`src/rtl/core/skp_pkg.sv`:
```
// ----------------------------------------------------------------------------
// skp_pkg
// Shared types and constants for the serial keypad scanner.
// ----------------------------------------------------------------------------
`default_nettype none

package skp_pkg;

    localparam int KEY_COUNT_DEFAULT = 16;

    localparam int CNT_W   = 12;
    localparam int KEY_W   = 5;
    localparam int CFG_IDX_W = 1;

    localparam logic [CNT_W-1:0] PREWAIT_RESET  = 12'd50;
    localparam logic [CNT_W-1:0] POSTWAIT_RESET = 12'd1000;

    // register indexes on the configuration port
    localparam logic [CFG_IDX_W-1:0] CFG_PREWAIT  = 1'b0;
    localparam logic [CFG_IDX_W-1:0] CFG_POSTWAIT = 1'b1;

    typedef enum logic [3:0] {
        PH_IDLE = 4'b0001,
        PH_PRE  = 4'b0010,
        PH_READ = 4'b0100,
        PH_POST = 4'b1000
    } skp_phase_t;

    typedef struct packed {
        logic [CNT_W-1:0] prewait_ticks;
        logic [CNT_W-1:0] postwait_ticks;
    } skp_cfg_t;

    typedef struct packed {
        logic             clock_level;
        logic             key_ready;
        logic [KEY_W-1:0] key_code;
        logic             busy_res;
    } skp_result_t;

endpackage

`default_nettype wire

```
`src/rtl/core/serial_keypad_scanner_top.sv`:
```
// ----------------------------------------------------------------------------
// serial_keypad_scanner_top
// Scanner for a two-wire serial touch keypad, one channel.
// ----------------------------------------------------------------------------
// Input channel (in_valid / in_stall): one beat per timer tick (action = 0)
// or data-ready trigger (action = 1), with the sampled data_level.
// Output channel (out_valid / out_stall): exactly one result beat per input
// beat, in order: clock line level, key_ready pulse, key_code, busy_res.
// Configuration (cfg_valid / cfg_ready): index 0 = prewait_ticks,
// index 1 = postwait_ticks; cfg_ready is always high. Write only when idle.
// Throughput: one beat per cycle while in_stall is low; the whole state
// update is one compare and increment on the 12-bit tick counter. The result
// of a taken beat is registered in the result buffer, behind older results.
// A two-entry result buffer lets input beats flow while one result waits;
// in_stall rises only when both entries hold undelivered results.
// Reset: scanner idle, clock line high, counters and key cleared, waits back
// to 50 and 1000 ticks, result buffer empty.
// A second keypad channel is a second instance of this block.
// ----------------------------------------------------------------------------
`default_nettype none

module serial_keypad_scanner_top #(
    parameter int KEY_COUNT = skp_pkg::KEY_COUNT_DEFAULT
) (
    input  wire logic                          clk,
    input  wire logic                          rst_n,
    input  wire logic                          in_valid,
    output logic                               in_stall,
    input  wire logic                          action,
    input  wire logic                          data_level,
    output logic                               out_valid,
    input  wire logic                          out_stall,
    output logic                               clock_level,
    output logic                               key_ready,
    output logic [skp_pkg::KEY_W-1:0]          key_code,
    output logic                               busy_res,
    input  wire logic                          cfg_valid,
    output logic                               cfg_ready,
    input  wire logic [skp_pkg::CFG_IDX_W-1:0] cfg_index,
    input  wire logic [skp_pkg::CNT_W-1:0]     cfg_data
);

    skp_pkg::skp_cfg_t    cfg_reg, cfg_next;
    skp_pkg::skp_result_t core_result;
    skp_pkg::skp_result_t q_data;
    logic                 q_full;
    logic                 accept;

    assign cfg_ready = 1'b1;
    assign in_stall  = q_full;
    assign accept    = in_valid && !q_full;

    always_comb
    begin
        cfg_next = cfg_reg;
        if (cfg_valid)
        begin
            unique case (cfg_index)
                skp_pkg::CFG_PREWAIT:  cfg_next.prewait_ticks  = cfg_data;
                skp_pkg::CFG_POSTWAIT: cfg_next.postwait_ticks = cfg_data;
                default:               cfg_next = cfg_reg;
            endcase
        end
    end

    always_ff @(posedge clk or negedge rst_n)
    begin
        if (!rst_n)
        begin
            cfg_reg.prewait_ticks  <= skp_pkg::PREWAIT_RESET;
            cfg_reg.postwait_ticks <= skp_pkg::POSTWAIT_RESET;
        end
        else
            cfg_reg <= cfg_next;
    end

    skp_scan_core #(
        .KEY_COUNT (KEY_COUNT)
    ) u_core (
        .clk        (clk),
        .rst_n      (rst_n),
        .accept     (accept),
        .action     (action),
        .data_level (data_level),
        .cfg        (cfg_reg),
        .result     (core_result)
    );

    skp_out_queue u_queue (
        .clk       (clk),
        .rst_n     (rst_n),
        .push      (accept),
        .push_data (core_result),
        .full      (q_full),
        .out_valid (out_valid),
        .out_stall (out_stall),
        .out_data  (q_data)
    );

    assign clock_level = q_data.clock_level;
    assign key_ready   = q_data.key_ready;
    assign key_code    = q_data.key_code;
    assign busy_res    = q_data.busy_res;

endmodule

`default_nettype wire

```
`src/rtl/core/skp_scan_core.sv`:
```
// ----------------------------------------------------------------------------
// skp_scan_core
// Scan sequencer: pre-wait, clocked read of the key bits, post-wait, publish.
// ----------------------------------------------------------------------------
`default_nettype none

module skp_scan_core #(
    parameter int KEY_COUNT = skp_pkg::KEY_COUNT_DEFAULT
) (
    input  wire logic                 clk,
    input  wire logic                 rst_n,
    input  wire logic                 accept,
    input  wire logic                 action,
    input  wire logic                 data_level,
    input  wire skp_pkg::skp_cfg_t    cfg,
    output skp_pkg::skp_result_t      result
);

    localparam int CW = skp_pkg::CNT_W;
    localparam int KW = skp_pkg::KEY_W;
    localparam logic [CW-1:0] READ_TICKS = CW'(2 * KEY_COUNT);

    skp_pkg::skp_phase_t phase_reg, phase_next;
    logic [CW-1:0]       tick_count_reg, tick_count_next;
    logic [KW-1:0]       pending_key_reg, pending_key_next;
    logic                clock_out_reg, clock_out_next;
    logic                ready;
    logic [KW-1:0]       code;
    logic [CW-1:0]       tick_inc;
    logic [CW-2:0]       key_num;

    assign tick_inc = tick_count_reg + CW'(1);
    assign key_num  = tick_count_reg[CW-1:1] + (CW-1)'(1);

    always_comb
    begin
        phase_next       = phase_reg;
        tick_count_next  = tick_count_reg;
        pending_key_next = pending_key_reg;
        clock_out_next   = clock_out_reg;
        ready            = 1'b0;
        code             = '0;
        if (action)
        begin
            phase_next      = skp_pkg::PH_PRE;
            tick_count_next = '0;
        end
        else
        begin
            unique case (phase_reg)
                skp_pkg::PH_IDLE:
                begin
                end
                skp_pkg::PH_PRE:
                begin
                    if (tick_count_reg < cfg.prewait_ticks)
                        tick_count_next = tick_inc;
                    else
                    begin
                        phase_next      = skp_pkg::PH_READ;
                        tick_count_next = '0;
                    end
                end
                skp_pkg::PH_READ:
                begin
                    if (tick_count_reg < READ_TICKS)
                    begin
                        if (!tick_count_reg[0])
                            clock_out_next = 1'b0;
                        else
                        begin
                            // active-low sample, last low key wins
                            if (!data_level)
                                pending_key_next = key_num[KW-1:0];
                            clock_out_next = 1'b1;
                        end
                        tick_count_next = tick_inc;
                    end
                    else
                    begin
                        phase_next      = skp_pkg::PH_POST;
                        tick_count_next = '0;
                    end
                end
                skp_pkg::PH_POST:
                begin
                    if (tick_count_reg < cfg.postwait_ticks)
                        tick_count_next = tick_inc;
                    else
                    begin
                        phase_next       = skp_pkg::PH_IDLE;
                        tick_count_next  = '0;
                        ready            = 1'b1;
                        code             = pending_key_reg;
                        pending_key_next = '0;
                    end
                end
                default:
                begin
                    phase_next = skp_pkg::PH_IDLE;
                end
            endcase
        end
    end

    always_ff @(posedge clk or negedge rst_n)
    begin
        if (!rst_n)
        begin
            phase_reg       <= skp_pkg::PH_IDLE;
            tick_count_reg  <= '0;
            pending_key_reg <= '0;
            clock_out_reg   <= 1'b1;
        end
        else if (accept)
        begin
            phase_reg       <= phase_next;
            tick_count_reg  <= tick_count_next;
            pending_key_reg <= pending_key_next;
            clock_out_reg   <= clock_out_next;
        end
    end

    always_comb
    begin
        result.clock_level = clock_out_next;
        result.key_ready   = ready;
        result.key_code    = code;
        result.busy_res    = (phase_next != skp_pkg::PH_IDLE);
    end

endmodule

`default_nettype wire

```
`src/rtl/core/skp_out_queue.sv`:
```
// ----------------------------------------------------------------------------
// skp_out_queue
// Two-entry result buffer; keeps the input side moving while a beat waits.
// ----------------------------------------------------------------------------
`default_nettype none

module skp_out_queue (
    input  wire logic                 clk,
    input  wire logic                 rst_n,
    input  wire logic                 push,
    input  wire skp_pkg::skp_result_t push_data,
    output logic                      full,
    output logic                      out_valid,
    input  wire logic                 out_stall,
    output skp_pkg::skp_result_t      out_data
);

    skp_pkg::skp_result_t slot_reg [2];
    logic       wr_ptr_reg, wr_ptr_next;
    logic       rd_ptr_reg, rd_ptr_next;
    logic [1:0] count_reg, count_next;
    logic       pop;

    assign out_valid = (count_reg != 2'd0);
    assign full      = (count_reg == 2'd2);
    assign out_data  = slot_reg[rd_ptr_reg];
    assign pop       = out_valid && !out_stall;

    always_comb
    begin
        wr_ptr_next = push ? ~wr_ptr_reg : wr_ptr_reg;
        rd_ptr_next = pop  ? ~rd_ptr_reg : rd_ptr_reg;
        count_next  = count_reg + {1'b0, push} - {1'b0, pop};
    end

    always_ff @(posedge clk or negedge rst_n)
    begin
        if (!rst_n)
        begin
            wr_ptr_reg <= 1'b0;
            rd_ptr_reg <= 1'b0;
            count_reg  <= 2'd0;
        end
        else
        begin
            wr_ptr_reg <= wr_ptr_next;
            rd_ptr_reg <= rd_ptr_next;
            count_reg  <= count_next;
        end
    end

    always_ff @(posedge clk)
    begin
        if (push)
            slot_reg[wr_ptr_reg] <= push_data;
    end

endmodule

`default_nettype wire
```
`config.mk`:
```
export PLATFORM = sky130hd
export DESIGN_NAME = serial_keypad_scanner_top
export DESIGN_NICKNAME = d
export VERILOG_FILES = /design/src/rtl/core/skp_pkg.sv /design/src/rtl/core/serial_keypad_scanner_top.sv /design/src/rtl/core/skp_scan_core.sv /design/src/rtl/core/skp_out_queue.sv
export SDC_FILE = /design/constraint.sdc
export NUM_CORES = 1
export LEC_CHECK = 0
export BUFFER_PORTS_ARGS = -buffer_cell sky130_fd_sc_hd__buf_2
export CORE_MARGIN = 5
export CORE_UTILIZATION = 32
export CTS_BUF_LIST = sky130_fd_sc_hd__clkbuf_4
export DETAILED_ROUTE_END_ITERATION = 8
export PLACE_DENSITY = 0.45
export SETUP_SLACK_MARGIN = 0.05
export SLEW_MARGIN = 20
export SYNTH_ARGS = -nofsm -noshare
export SYNTH_HDL_FRONTEND = slang
export SYNTH_SLANG_ARGS = --single-unit
```
`constraint.sdc`:
```
create_clock -name clk -period 3.35 [get_ports clk]
set_input_delay 0.67 -clock clk [delete_from_list [all_inputs] [get_ports clk]]
set_output_delay 0.67 -clock clk [all_outputs]
set_load 0.02 [all_outputs]
```
==> metrics.log, run 1 <==
[metrics] final wirelength: 7770 um
[metrics] TritonCTS clock tree: yes
[metrics] flip-flop count of the largest register, all copies and words added: 24
[metrics] element type at the critical path end: flip-flop
[metrics] post-route clock period utilization: 0.850
[metrics] Max clock buf depth: 2
[metrics] Area growth, synth to finish: 11.8%
[metrics] cts bufs inserted: 9
[metrics] RSZ-0062 raised after global routing: false
[metrics] # rows: 39
[metrics] Reg clk slew, reported paths: 0.12 ns
[metrics] Skew-Pair Late Insertion Delay: 0.42 ns
[metrics] master cell of the clock root buffer: sky130_fd_sc_hd__clkbuf_4
[metrics] data arrival time of the critical path: 3.16 ns
[metrics] Primary FF master, synth: sky130_fd_sc_hd__dfrtp_1
[metrics] mapped cell area: 3650 um2
[metrics] status: finished, final reports clean
[metrics] Fin Clk Skew: 0.0167 ns
[metrics] first-pass iteration count of the detailed router: 4
[metrics] Max Clk Rate: 351 MHz
[metrics] starting DRC count in detailed routing: 120
[metrics] maximum number of pins on one net before global-route repair: 24
[metrics] setup total negative slack: 0 ns
[metrics] fraction of the yosys area taken by sequential cells: 0.478
[metrics] global-route wire length before repair: 12900 um
[metrics] LEAKAGE: 1.81 nW
[metrics] Std-Cell Core Area: 11300 um2
[metrics] Synth Net Count: 385
[metrics] share of final-layout standard cells stronger than drive strength 1: 0.263
[metrics] number of buffers inserted by post-CTS setup repair: 0
[metrics] count of antenna-violating nets left after detailed routing: 0
[metrics] final weighted congestion in routability-driven placement: 0.824
[metrics] area occupied by multi-input gates: 1700 um2
[metrics] area of the die: 13600 um2
[metrics] total of warnings raised by yosys: 0
[metrics] worst-case hold slack: 0.0647 ns
[metrics] Synth top area share: 0.267
[metrics] largest fanout of any net on the critical path: 11
[metrics] via count of the first global-routing pass: 2518
[metrics] count of antenna diodes in the layout: 0
[metrics] Slew Limit Fails: 0
[metrics] Die H: 117 um
[metrics] final-report setup violation count: 0
[metrics] number of I/O port buffers: 29
[metrics] type of the setup path with the least slack: flip-flop to flip-flop
[metrics] ranking of synthesized cells by area: sky130_fd_sc_hd__dfrtp_1, sky130_fd_sc_hd__edfxtp_1, sky130_fd_sc_hd__ha_1
[metrics] placed instance area: 3910 um2
[metrics] DRC viols: 0
[metrics] CTS H-Tree Depth: 3
[metrics] wire length per cell: 15.1 um
[metrics] number of cells produced by synthesis: 339
[metrics] cell type with the largest total area after synthesis: sky130_fd_sc_hd__dfrtp_1
[metrics] number of flops mapped to enable cells by yosys: 16
[metrics] number of instances resized during post-cts repair: 0
[metrics] total congestion overflow: 0
[metrics] Fillers: 1159
[metrics] ys async rst share: 0.758
[metrics] transition at the pin with the smallest max-transition slack: 0.709 ns
[metrics] number of antenna violations at the first check in global routing: 0
[metrics] worst hold path class: primary input to async pin
[metrics] end-of-flow core utilization: 0.361
[metrics] most numerous cell types in the synthesized netlist: sky130_fd_sc_hd__dfrtp_1, sky130_fd_sc_hd__nand2_1, sky130_fd_sc_hd__inv_1
[metrics] max-capacitance violation count: 0
[metrics] total number of vias: 2559
[metrics] mean number of vias per cell: 4.97
[metrics] TritonCTS sink count: 66
[metrics] maximum ir drop on the vdd rail: 0.419 mV
[metrics] fin crit period: 2.85 ns
[metrics] headroom to the max-slew limit: 0.526
[metrics] count of hold buffers inserted by post-cts repair: 0
[metrics] mean cell area of the mapped netlist: 10.8 um2
[metrics] register area: 1750 um2
[metrics] total track usage: 0.123
[metrics] flops & latches, synth: 66
[metrics] Initial Utilization: 0.323
[metrics] die outline width: 117 um
[metrics] post-detail-place hpwl: 5730 um
[metrics] most frequent cell after synthesis: sky130_fd_sc_hd__dfrtp_1
[metrics] count of nets after finishing: 413
[metrics] I/O Pins: 31
[metrics] endpoint required time on the critical path: 3.66 ns
[metrics] final standard cell area without fillers: 4080 um2
[metrics] Final Hold Viols: 0
[metrics] total power density per cell area: 643 nW/um2
[metrics] synth unique cells: 58
[metrics] kind of start point of the critical path: flip-flop
logic make-up (layout without fill, tap and decap cells):
kind of cell,Yosys count,after routing,synth area share
adders and majority gates,26,26,0.0891
other,1,1,0.00103
DFF,66,66,0.478
and+or+nand+nor,95,95,0.137
muxes,23,23,0.0709
xor gates and xnor gates,9,9,0.0216
AOI/OAI and AO/OA,73,73,0.145
buffers and inverters,46,79,0.0569
path summary, 6_finish.rpt:
path	depth (start not counted)	to	slack [ns]	from
max	8	u_core.tick_count_reg[8]	0.50	cfg_reg[9]
min in group clk	3	cfg_reg[14]	0.47	cfg_data[2]
max in group asynchronous	2	u_core.clock_out_reg	2.68	rst_n
min	1	u_queue.count_reg[1]	0.06	rst_n
min reg2reg	1	u_core.pending_key_reg[3]	0.50	u_core.pending_key_reg[3]
max reg2reg	8	u_core.tick_count_reg[8]	0.50	cfg_reg[9]
power breakdown:
group	internal, mW	leakage, nW	switching, mW
clock network	0.309	0.0909	0.321
registers	1.00	0.764	0.169
logic	0.359	0.955	0.463
per-layer routing:
layer  track usage  vias to the layer above  wire length, um
li1              -                     1278                -
met1         0.162                     1223             3680
met2         0.194                       45             3590
met3        0.0319                       13              339
met4        0.0489                        0              156
met5             0                        -                0
cell usage in the layout (no fill, tap or decap), types with 6 or more instances in the layout:
master,count
sky130_fd_sc_hd__o21ai_0,19
sky130_fd_sc_hd__buf_2,29
sky130_fd_sc_hd__nand3_1,7
sky130_fd_sc_hd__inv_1,29
sky130_fd_sc_hd__nor3_1,7
sky130_fd_sc_hd__nand2_1,35
sky130_fd_sc_hd__ha_1,26
sky130_fd_sc_hd__edfxtp_1,16
sky130_fd_sc_hd__dfrtp_1,39
sky130_fd_sc_hd__mux2_2,23
sky130_fd_sc_hd__o41ai_1,8
sky130_fd_sc_hd__a32o_1,6
sky130_fd_sc_hd__dfstp_2,11
sky130_fd_sc_hd__nor2_1,9
sky130_fd_sc_hd__a21oi_1,12
sky130_fd_sc_hd__clkbuf_4,9
worst max-delay path, stage by stage (launching register included):
cell	delay [ns]
sky130_fd_sc_hd__dfstp_2	0.54
sky130_fd_sc_hd__inv_1	0.04
sky130_fd_sc_hd__ha_1	0.28
sky130_fd_sc_hd__nand4_1	0.13
sky130_fd_sc_hd__nor4_1	0.64
sky130_fd_sc_hd__a21oi_4	0.11
sky130_fd_sc_hd__a21oi_2	0.45
sky130_fd_sc_hd__nor3_2	0.21
sky130_fd_sc_hd__a221o_1	0.33
through the flow:
| step | setup slack [ns] | std cells | power, mW |
|---|---|---|---|
| 2_1_floorplan | 0.948 | 339 | 1.80 |
| 3_3_place_gp | 0.609 | 499 | 2.01 |
| 3_5_place_dp | 0.526 | 499 | 2.02 |
| 4_1_cts | 0.518 | 515 | 2.68 |
| 5_1_grt | 0.304 | 515 | 2.82 |
| 6_report | 0.504 | 515 | 2.62 |
area by class of cell:
class,instances,share of cell area
Multi-Input combinational cell,227,0.416
Tap cell,143,0.0438
Clock inverter,7,0.0245
Inverter,29,0.0267
Sequential cell,66,0.428
Timing Repair Buffer,34,0.0448
Clock buffer,9,0.0166
Power figures use the tool's default switching activity.
==> run 2: changes to the inputs <==
--- a/config.mk
+++ b/config.mk
@@ -5,12 +5,13 @@
 export SDC_FILE = /design/constraint.sdc
 export NUM_CORES = 1
 export LEC_CHECK = 0
+export ABC_AREA = 1
 export BUFFER_PORTS_ARGS = -buffer_cell sky130_fd_sc_hd__buf_2
 export CORE_MARGIN = 5
 export CORE_UTILIZATION = 32
 export CTS_BUF_LIST = sky130_fd_sc_hd__clkbuf_4
 export DETAILED_ROUTE_END_ITERATION = 8
-export PLACE_DENSITY = 0.45
+export PLACE_DENSITY = 0.47
 export SETUP_SLACK_MARGIN = 0.05
 export SLEW_MARGIN = 20
 export SYNTH_ARGS = -nofsm -noshare
==> constraint.sdc (replaced) <==
create_clock -name clk -period 2.6 [get_ports clk]
set_input_delay 0.52 -clock clk [delete_from_list [all_inputs] [get_ports clk]]
set_output_delay 0.52 -clock clk [all_outputs]
set_load 0.02 [all_outputs]
==> run 2 against run 1 <==
Effect of this change:
- area after synthesis increased by 5.7%
- first-iteration DRC count up 38%
- register-to-register slack worse by 0.04 ns
- worst setup slack got worse by 0.044 ns
- critical path type unchanged
- power grew 23%
- highest routed layer unchanged
- critical endpoint is now u_core.tick_count_reg[5]
- largest cell class is now multi-input combinational cells
==> metrics.log, run 2 <==
[metrics] Most common cell on crit path: sky130_fd_sc_hd__nand2_1
[metrics] Initial Utilization: 0.324
[metrics] # rows: 40
[metrics] endpoint of the worst register-to-register path: u_core.tick_count_reg[5]
[metrics] I/O Pins: 31
[metrics] status: finished, final reports clean
[metrics] count of nets after finishing: 561
[metrics] number of I/O port buffers: 29
[metrics] Reg clk slew, reported paths: 0.15 ns
[metrics] fin crit period: 2.14 ns
[metrics] largest fanout of any net on the critical path: 6
[metrics] maximum ir drop on the vdd rail: 0.293 mV
[metrics] worst hold path class: primary input to async pin
[metrics] number of buffers inserted by post-CTS setup repair: 0
[metrics] global-route wire length before repair: 14200 um
[metrics] reg-to-reg critical path startpoint: cfg_reg[17]
[metrics] Max Clk Rate: 467 MHz
[metrics] Synth top area share: 0.253
[metrics] maximum number of pins on one net before global-route repair: 25
[metrics] die outline width: 120 um
[metrics] switching power of the nets: 1.23 mW
[metrics] max-capacitance violation count: 0
[metrics] mean cell area of the mapped netlist: 8.06 um2
[metrics] most frequent cell after synthesis: sky130_fd_sc_hd__nand2_1
[metrics] Skew-Pair Late Insertion Delay: 0.42 ns
[metrics] count of antenna-violating nets left after detailed routing: 0
[metrics] TritonCTS clock tree: yes
[metrics] fraction of the yosys area taken by sequential cells: 0.452
[metrics] first-pass iteration count of the detailed router: 5
[metrics] LEAKAGE: 2.16 nW
[metrics] total track usage: 0.124
[metrics] mean number of vias per cell: 4.55
[metrics] final-report setup violation count: 0
[metrics] post-route clock period utilization: 0.823
[metrics] Max clock buf depth: 2
[metrics] element type at the critical path end: flip-flop
[metrics] final weighted congestion in routability-driven placement: 0.788
[metrics] final wirelength: 8370 um
[metrics] type of the setup path with the least slack: flip-flop to flip-flop
[metrics] starting DRC count in detailed routing: 166
[metrics] number of cells produced by synthesis: 479
[metrics] Sw Ratio: 0.379
[metrics] cell type with the largest total area after synthesis: sky130_fd_sc_hd__dfrtp_1
[metrics] Worst Reg2Reg Path Length in Cells: 11
[metrics] total congestion overflow: 0
[metrics] most frequent standard cell in the layout excluding fill and tap cells: sky130_fd_sc_hd__nand2_1
[metrics] Sequential Power Share: 0.441
[metrics] Primary FF master, synth: sky130_fd_sc_hd__dfrtp_1
[metrics] count of hold buffers inserted by post-cts repair: 0
[metrics] most numerous cell types in the synthesized netlist: sky130_fd_sc_hd__nand2_1, sky130_fd_sc_hd__inv_1, sky130_fd_sc_hd__dfrtp_1
[metrics] most used cells in the layout excluding fill and tap cells: sky130_fd_sc_hd__nand2_1, sky130_fd_sc_hd__inv_1, sky130_fd_sc_hd__dfrtp_1
[metrics] count of antenna diodes in the layout: 0
[metrics] wire length per cell: 12.6 um
[metrics] data arrival time of the critical path: 2.49 ns
[metrics] number of antenna violations at the first check in global routing: 0
[metrics] synth unique cells: 32
[metrics] number of instances resized during post-cts repair: 0
[metrics] cts bufs inserted: 9
[metrics] setup total negative slack: 0 ns
[metrics] endpoint required time on the critical path: 2.95 ns
[metrics] Std-Cell Core Area: 11900 um2
[metrics] total of warnings raised by yosys: 0
[metrics] area of the die: 14400 um2
[metrics] clock share of power: 0.260
[metrics] DRC viols: 0
[metrics] Die H: 120 um
[metrics] share of final-layout standard cells stronger than drive strength 1: 0.175
[metrics] cell chain of the critical path: inv_1, ha_1, nand2_1, nand2_1, nand2_1, a21oi_1, nor2_1, nand2_2, nand2_1, nand4_1, o21ai_2
[metrics] number of flops mapped to enable cells by yosys: 16
[metrics] master cell of the clock root buffer: sky130_fd_sc_hd__clkbuf_4
[metrics] flip-flop count of the largest register, all copies and words added: 24
[metrics] Synth Net Count: 525
[metrics] slowest stage cell on the critical path: sky130_fd_sc_hd__dfstp_2
[metrics] Fin Clk Skew: 0.0290 ns
[metrics] flops & latches, synth: 66
[metrics] ys async rst share: 0.758
[metrics] combinational share of power: 0.299
[metrics] RSZ-0062 raised after global routing: false
[metrics] internal power summed over all cells: 2.01 mW
[metrics] TritonCTS sink count: 66
[metrics] via count of the first global-routing pass: 2912
[metrics] total number of vias: 3036
[metrics] Area growth, synth to finish: 12.6%
[metrics] mapped cell area: 3860 um2
[metrics] kind of start point of the critical path: flip-flop
[metrics] Final Hold Viols: 0
[metrics] delay of the slowest cell on the worst path: 0.55 ns
[metrics] total power density per cell area: 745 nW/um2
[metrics] ranking of synthesized cells by area: sky130_fd_sc_hd__dfrtp_1, sky130_fd_sc_hd__nand2_1, sky130_fd_sc_hd__edfxtp_1
[metrics] transition at the pin with the smallest max-transition slack: 0.729 ns
[metrics] Worst R2R Setup Slack: 0.46 ns
[metrics] Slew Limit Fails: 0
[metrics] end-of-flow core utilization: 0.365
[metrics] CTS H-Tree Depth: 3
[metrics] post-detail-place hpwl: 6310 um
[metrics] headroom to the max-slew limit: 0.512
-- run 2: cell count changes after synthesis, sizes merged, moves of 8 or more --
cell and change:
inv +52, mux2 -23, nand2 +121, nand3 +17
nand4 +11, nor2 +21, o21ai +26, o41ai -8
-- run 2: through the flow --
| step | worst slack (ns) | power [mW] | hold WS [ns] | cells | area [um2] |
|---|---|---|---|---|---|
| 4_1_cts | 0.449 | 3.30 | 0.0483 | 667 | 4340 |
| 3_3_place_gp | 0.494 | 2.43 | 0.457 | 651 | 4180 |
| 2_1_floorplan | 0.751 | 2.14 | 0.224 | 479 | 3860 |
| 3_5_place_dp | 0.476 | 2.44 | 0.467 | 651 | 4180 |
| 6_report | 0.460 | 3.24 | 0.0473 | 667 | 4340 |
| 5_1_grt | 0.270 | 3.48 | 0.0694 | 667 | 4340 |
-- run 2: power by group through the flow --
stage / Clock (mW) / Combinational, mW / Sequential [mW]
detailed placement: 0 / 0.987 / 1.45
CTS: 0.871 / 0.994 / 1.43
finish: 0.840 / 0.969 / 1.43
global route: 0.909 / 1.12 / 1.46
floorplan: 0 / 0.750 / 1.39
global placement: 0 / 0.980 / 1.45
-- run 2: layout make-up --
cell class,instances,area [um2]
inverters,83,312
clock inverters,7,100
flip-flops and latches,66,1750
multi-input cells,323,1770
clock buffers,9,67.6
fillers,1300,7570
well taps,147,184
repair buffers,32,168
-- run 2: worst max path at each step --
stage,startpoint,end
4_1_cts,cfg_reg[17],u_core.tick_count_reg[5]
2_1_floorplan,cfg_reg[7],u_queue.slot_reg[0][1]
6_report,cfg_reg[17],u_core.tick_count_reg[5]
3_3_place_gp,cfg_reg[9],u_core.tick_count_reg[10]
5_1_grt,cfg_reg[17],u_core.tick_count_reg[5]
3_5_place_dp,cfg_reg[9],u_queue.slot_reg[1][4]
-- run 2: routing by layer --
layer | GRT usage | vias up | part of all wire
met3 | 0.0203 | 9 | 0.047
met1 | 0.169 | 1356 | 0.48
met2 | 0.201 | 73 | 0.46
met5 | 0 | - | 0
met4 | 0.0437 | 0 | 0.012
li1 | - | 1598 | -
-- run 2: cell families after synthesis --
kind of cell               after synthesis  synth area share
adders and majority gates               26            0.0843
DFF                                     66             0.452
xor gates and xnor gates                 7            0.0159
buffers and inverters                   90            0.0895
and+or+nand+nor                        227             0.265
AOI/OAI and AO/OA                       62            0.0924
other                                    1          0.000972
-- run 2: critical path: cells and delay by family (launching register included) --
family | cells | cell delay [ns]
compound gates | 2 | 0.21
simple gates | 7 | 0.96
flops | 1 | 0.55
fa+ha+maj | 1 | 0.29
buf+inv | 1 | 0.04
==> run 3: changes to the inputs <==
==> constraint.sdc (replaced) <==
create_clock -name clk -period 1.77 [get_ports clk]
set_input_delay 0.354 -clock clk [delete_from_list [all_inputs] [get_ports clk]]
set_output_delay 0.354 -clock clk [all_outputs]
set_load 0.02 [all_outputs]
==> run 3 against run 2 <==
Effect of this change:
- the run now ends with negative setup slack left
- core utilization grew 5.0 points
- clock-buffer cell count grew 1
- sequential power rose by 44%
- via count is 5.6% higher
- critical endpoint unchanged
- highest routed layer unchanged
==> metrics.log, run 3 (same netlist as run 2, synthesis figures left out) <==
[metrics] CTS H-Tree Depth: 3
[metrics] fin crit period: 1.86 ns
[metrics] status: complete, but fails checks
[metrics] data arrival time of the critical path: 2.21 ns
[metrics] first-pass iteration count of the detailed router: 4
[metrics] Initial Utilization: 0.324
[metrics] worst hold path class: primary input to flip-flop
[metrics] flip-flop count of the largest register, all copies and words added: 24
[metrics] critical hold path startpoint: cfg_data[1]
[metrics] wire length per cell: 12.4 um
[metrics] # rows: 40
[metrics] Area growth, synth to finish: 28.0%
[metrics] kind of start point of the critical path: flip-flop
[metrics] most used cells in the layout excluding fill and tap cells: sky130_fd_sc_hd__nand2_1, sky130_fd_sc_hd__inv_1, sky130_fd_sc_hd__dfrtp_1
[metrics] total number of vias: 3205
[metrics] Final Hold Viols: 0
[metrics] count of antenna-violating nets left after detailed routing: 0
[metrics] endpoint required time on the critical path: 2.12 ns
[metrics] global-route wire length before repair: 15200 um
[metrics] total track usage: 0.132
[metrics] die outline width: 120 um
[metrics] most frequent standard cell in the layout excluding fill and tap cells: sky130_fd_sc_hd__nand2_1
[metrics] minimum setup slack in the final design: -0.0916 ns
[metrics] worst setup path startpoint: cfg_reg[7]
[metrics] Std-Cell Core Area: 11900 um2
[metrics] violated checks: negative setup slack
[metrics] Worst R2R Setup Slack: -0.09 ns
[metrics] maximum ir drop on the vdd rail: 0.279 mV
[metrics] I/O Pins: 31
[metrics] post-detail-place hpwl: 6630 um
[metrics] placed instance area: 4470 um2
[metrics] count of antenna diodes in the layout: 0
[metrics] DRC viols: 0
[metrics] LEAKAGE: 2.36 nW
[metrics] Max Clk Rate: 537 MHz
[metrics] total power density per cell area: 969 nW/um2
[metrics] headroom to the max-slew limit: 0.536
[metrics] reg-to-reg critical path startpoint: cfg_reg[7]
[metrics] number of antenna violations at the first check in global routing: 0
[metrics] element type at the critical path end: flip-flop
[metrics] total power of the final layout: 4.78 mW
[metrics] final standard cell area without fillers: 4940 um2
[metrics] transition at the pin with the smallest max-transition slack: 0.694 ns
[metrics] starting DRC count in detailed routing: 117
[metrics] largest fanout of any net on the critical path: 6
[metrics] total congestion overflow: 0
[metrics] master cell of the clock root buffer: sky130_fd_sc_hd__clkbuf_4
[metrics] worst-case hold slack: 0.150 ns
[metrics] Skew-Pair Late Insertion Delay: 0.43 ns
[metrics] type of the setup path with the least slack: flip-flop to flip-flop
[metrics] max-capacitance violation count: 0
[metrics] maximum number of pins on one net before global-route repair: 51
[metrics] mean number of vias per cell: 4.55
[metrics] post-route clock period utilization: 1.05
[metrics] Die H: 120 um
[metrics] TritonCTS sink count: 66
[metrics] TritonCTS clock tree: yes
[metrics] Reg clk slew, reported paths: 0.12 ns
[metrics] RSZ-0062 raised after global routing: true
[metrics] final weighted congestion in routability-driven placement: 0.863
[metrics] Max clock buf depth: 2
[metrics] via count of the first global-routing pass: 3262
[metrics] cts bufs inserted: 9
[metrics] Fin Clk Skew: 0.0193 ns
[metrics] Slew Limit Fails: 0
[metrics] area of the die: 14400 um2
[metrics] number of I/O port buffers: 29
[metrics] end-of-flow core utilization: 0.414
[metrics] count of nets after finishing: 598
[metrics] share of final-layout standard cells stronger than drive strength 1: 0.341
[metrics] final-report setup violation count: 30
[metrics] final wirelength: 8720 um
run 3: cell count changes in the layout (fill, tap and decap cells not counted), sizes merged:
cell	previous run	this run
dlygate4sd3	0	1
buf	32	67
inv	84	81
bufinv	2	0
clkinvlp	0	1
clkinv	4	7
clkbuf	9	10
nand3	24	25
run 3: final cells by class:
cell class | count | area [um2]
Inverter | 83 | 317
Clock inverter | 6 | 35.0
Clock buffer | 10 | 75.1
Sequential cell | 66 | 1750
Fill cell | 1241 | 6970
Tap cell | 147 | 184
Multi-Input combinational cell | 324 | 2080
Timing Repair Buffer | 68 | 494
run 3: metal layers:
layer | GRT usage | part of all wire | vias up
met2 | 0.219 | 0.49 | 51
met1 | 0.168 | 0.46 | 1462
met3 | 0.0236 | 0.029 | 20
met5 | 0 | 0 | -
li1 | - | - | 1672
met4 | 0.0616 | 0.026 | 0
run 3: through the flow:
step,cells,setup TNS [ns],setup slack [ns]
after floorplan,479,-0.815,-0.0437
after global placement,682,-3.74,-0.170
after detailed placement,682,-4.05,-0.184
after CTS,700,-2.11,-0.104
after global routing,704,-4.92,-0.181
final,704,-1.78,-0.0916
run 3: critical path: stages (launching register included):
cell and delay, ns:
sky130_fd_sc_hd__dfstp_2 0.55, sky130_fd_sc_hd__inv_2 0.04, sky130_fd_sc_hd__ha_4 0.22, sky130_fd_sc_hd__a21oi_2 0.14, sky130_fd_sc_hd__nand2_2 0.08, sky130_fd_sc_hd__a21oi_4 0.17
sky130_fd_sc_hd__and2_4 0.19, sky130_fd_sc_hd__nand2_4 0.08, sky130_fd_sc_hd__nand2_4 0.12, sky130_fd_sc_hd__nand2_8 0.08, sky130_fd_sc_hd__o21ai_2 0.11
run 3: power breakdown:
| part | leakage [nW] | total, mW | internal [mW] | switching [mW] |
|---|---|---|---|---|
| combinational | 1.53 | 1.87 | 0.757 | 1.12 |
| clock | 0.0636 | 0.849 | 0.294 | 0.555 |
| sequential | 0.761 | 2.06 | 1.88 | 0.177 |
run 3: final timing paths:
kind | end | depth (start not counted)
min in group asynchronous | cfg_reg[22] | 3
max reg2reg | u_core.tick_count_reg[5] | 10
max in group asynchronous | cfg_reg[5] | 3
min reg2reg | u_core.clock_out_reg | 2
max | u_core.tick_count_reg[5] | 10
min | cfg_reg[13] | 3
run 3: timing repair:
action / in CTS / in global routing
gates resized for setup: 44 / 37
buffers inserted: 1 / 3
pin swaps: 26 / 19
endpoints found under the setup margin: 42 / 54
hold endpoints to repair: 39 / 0
gates cloned: 0 / 1
hold buffers: 1 / 0
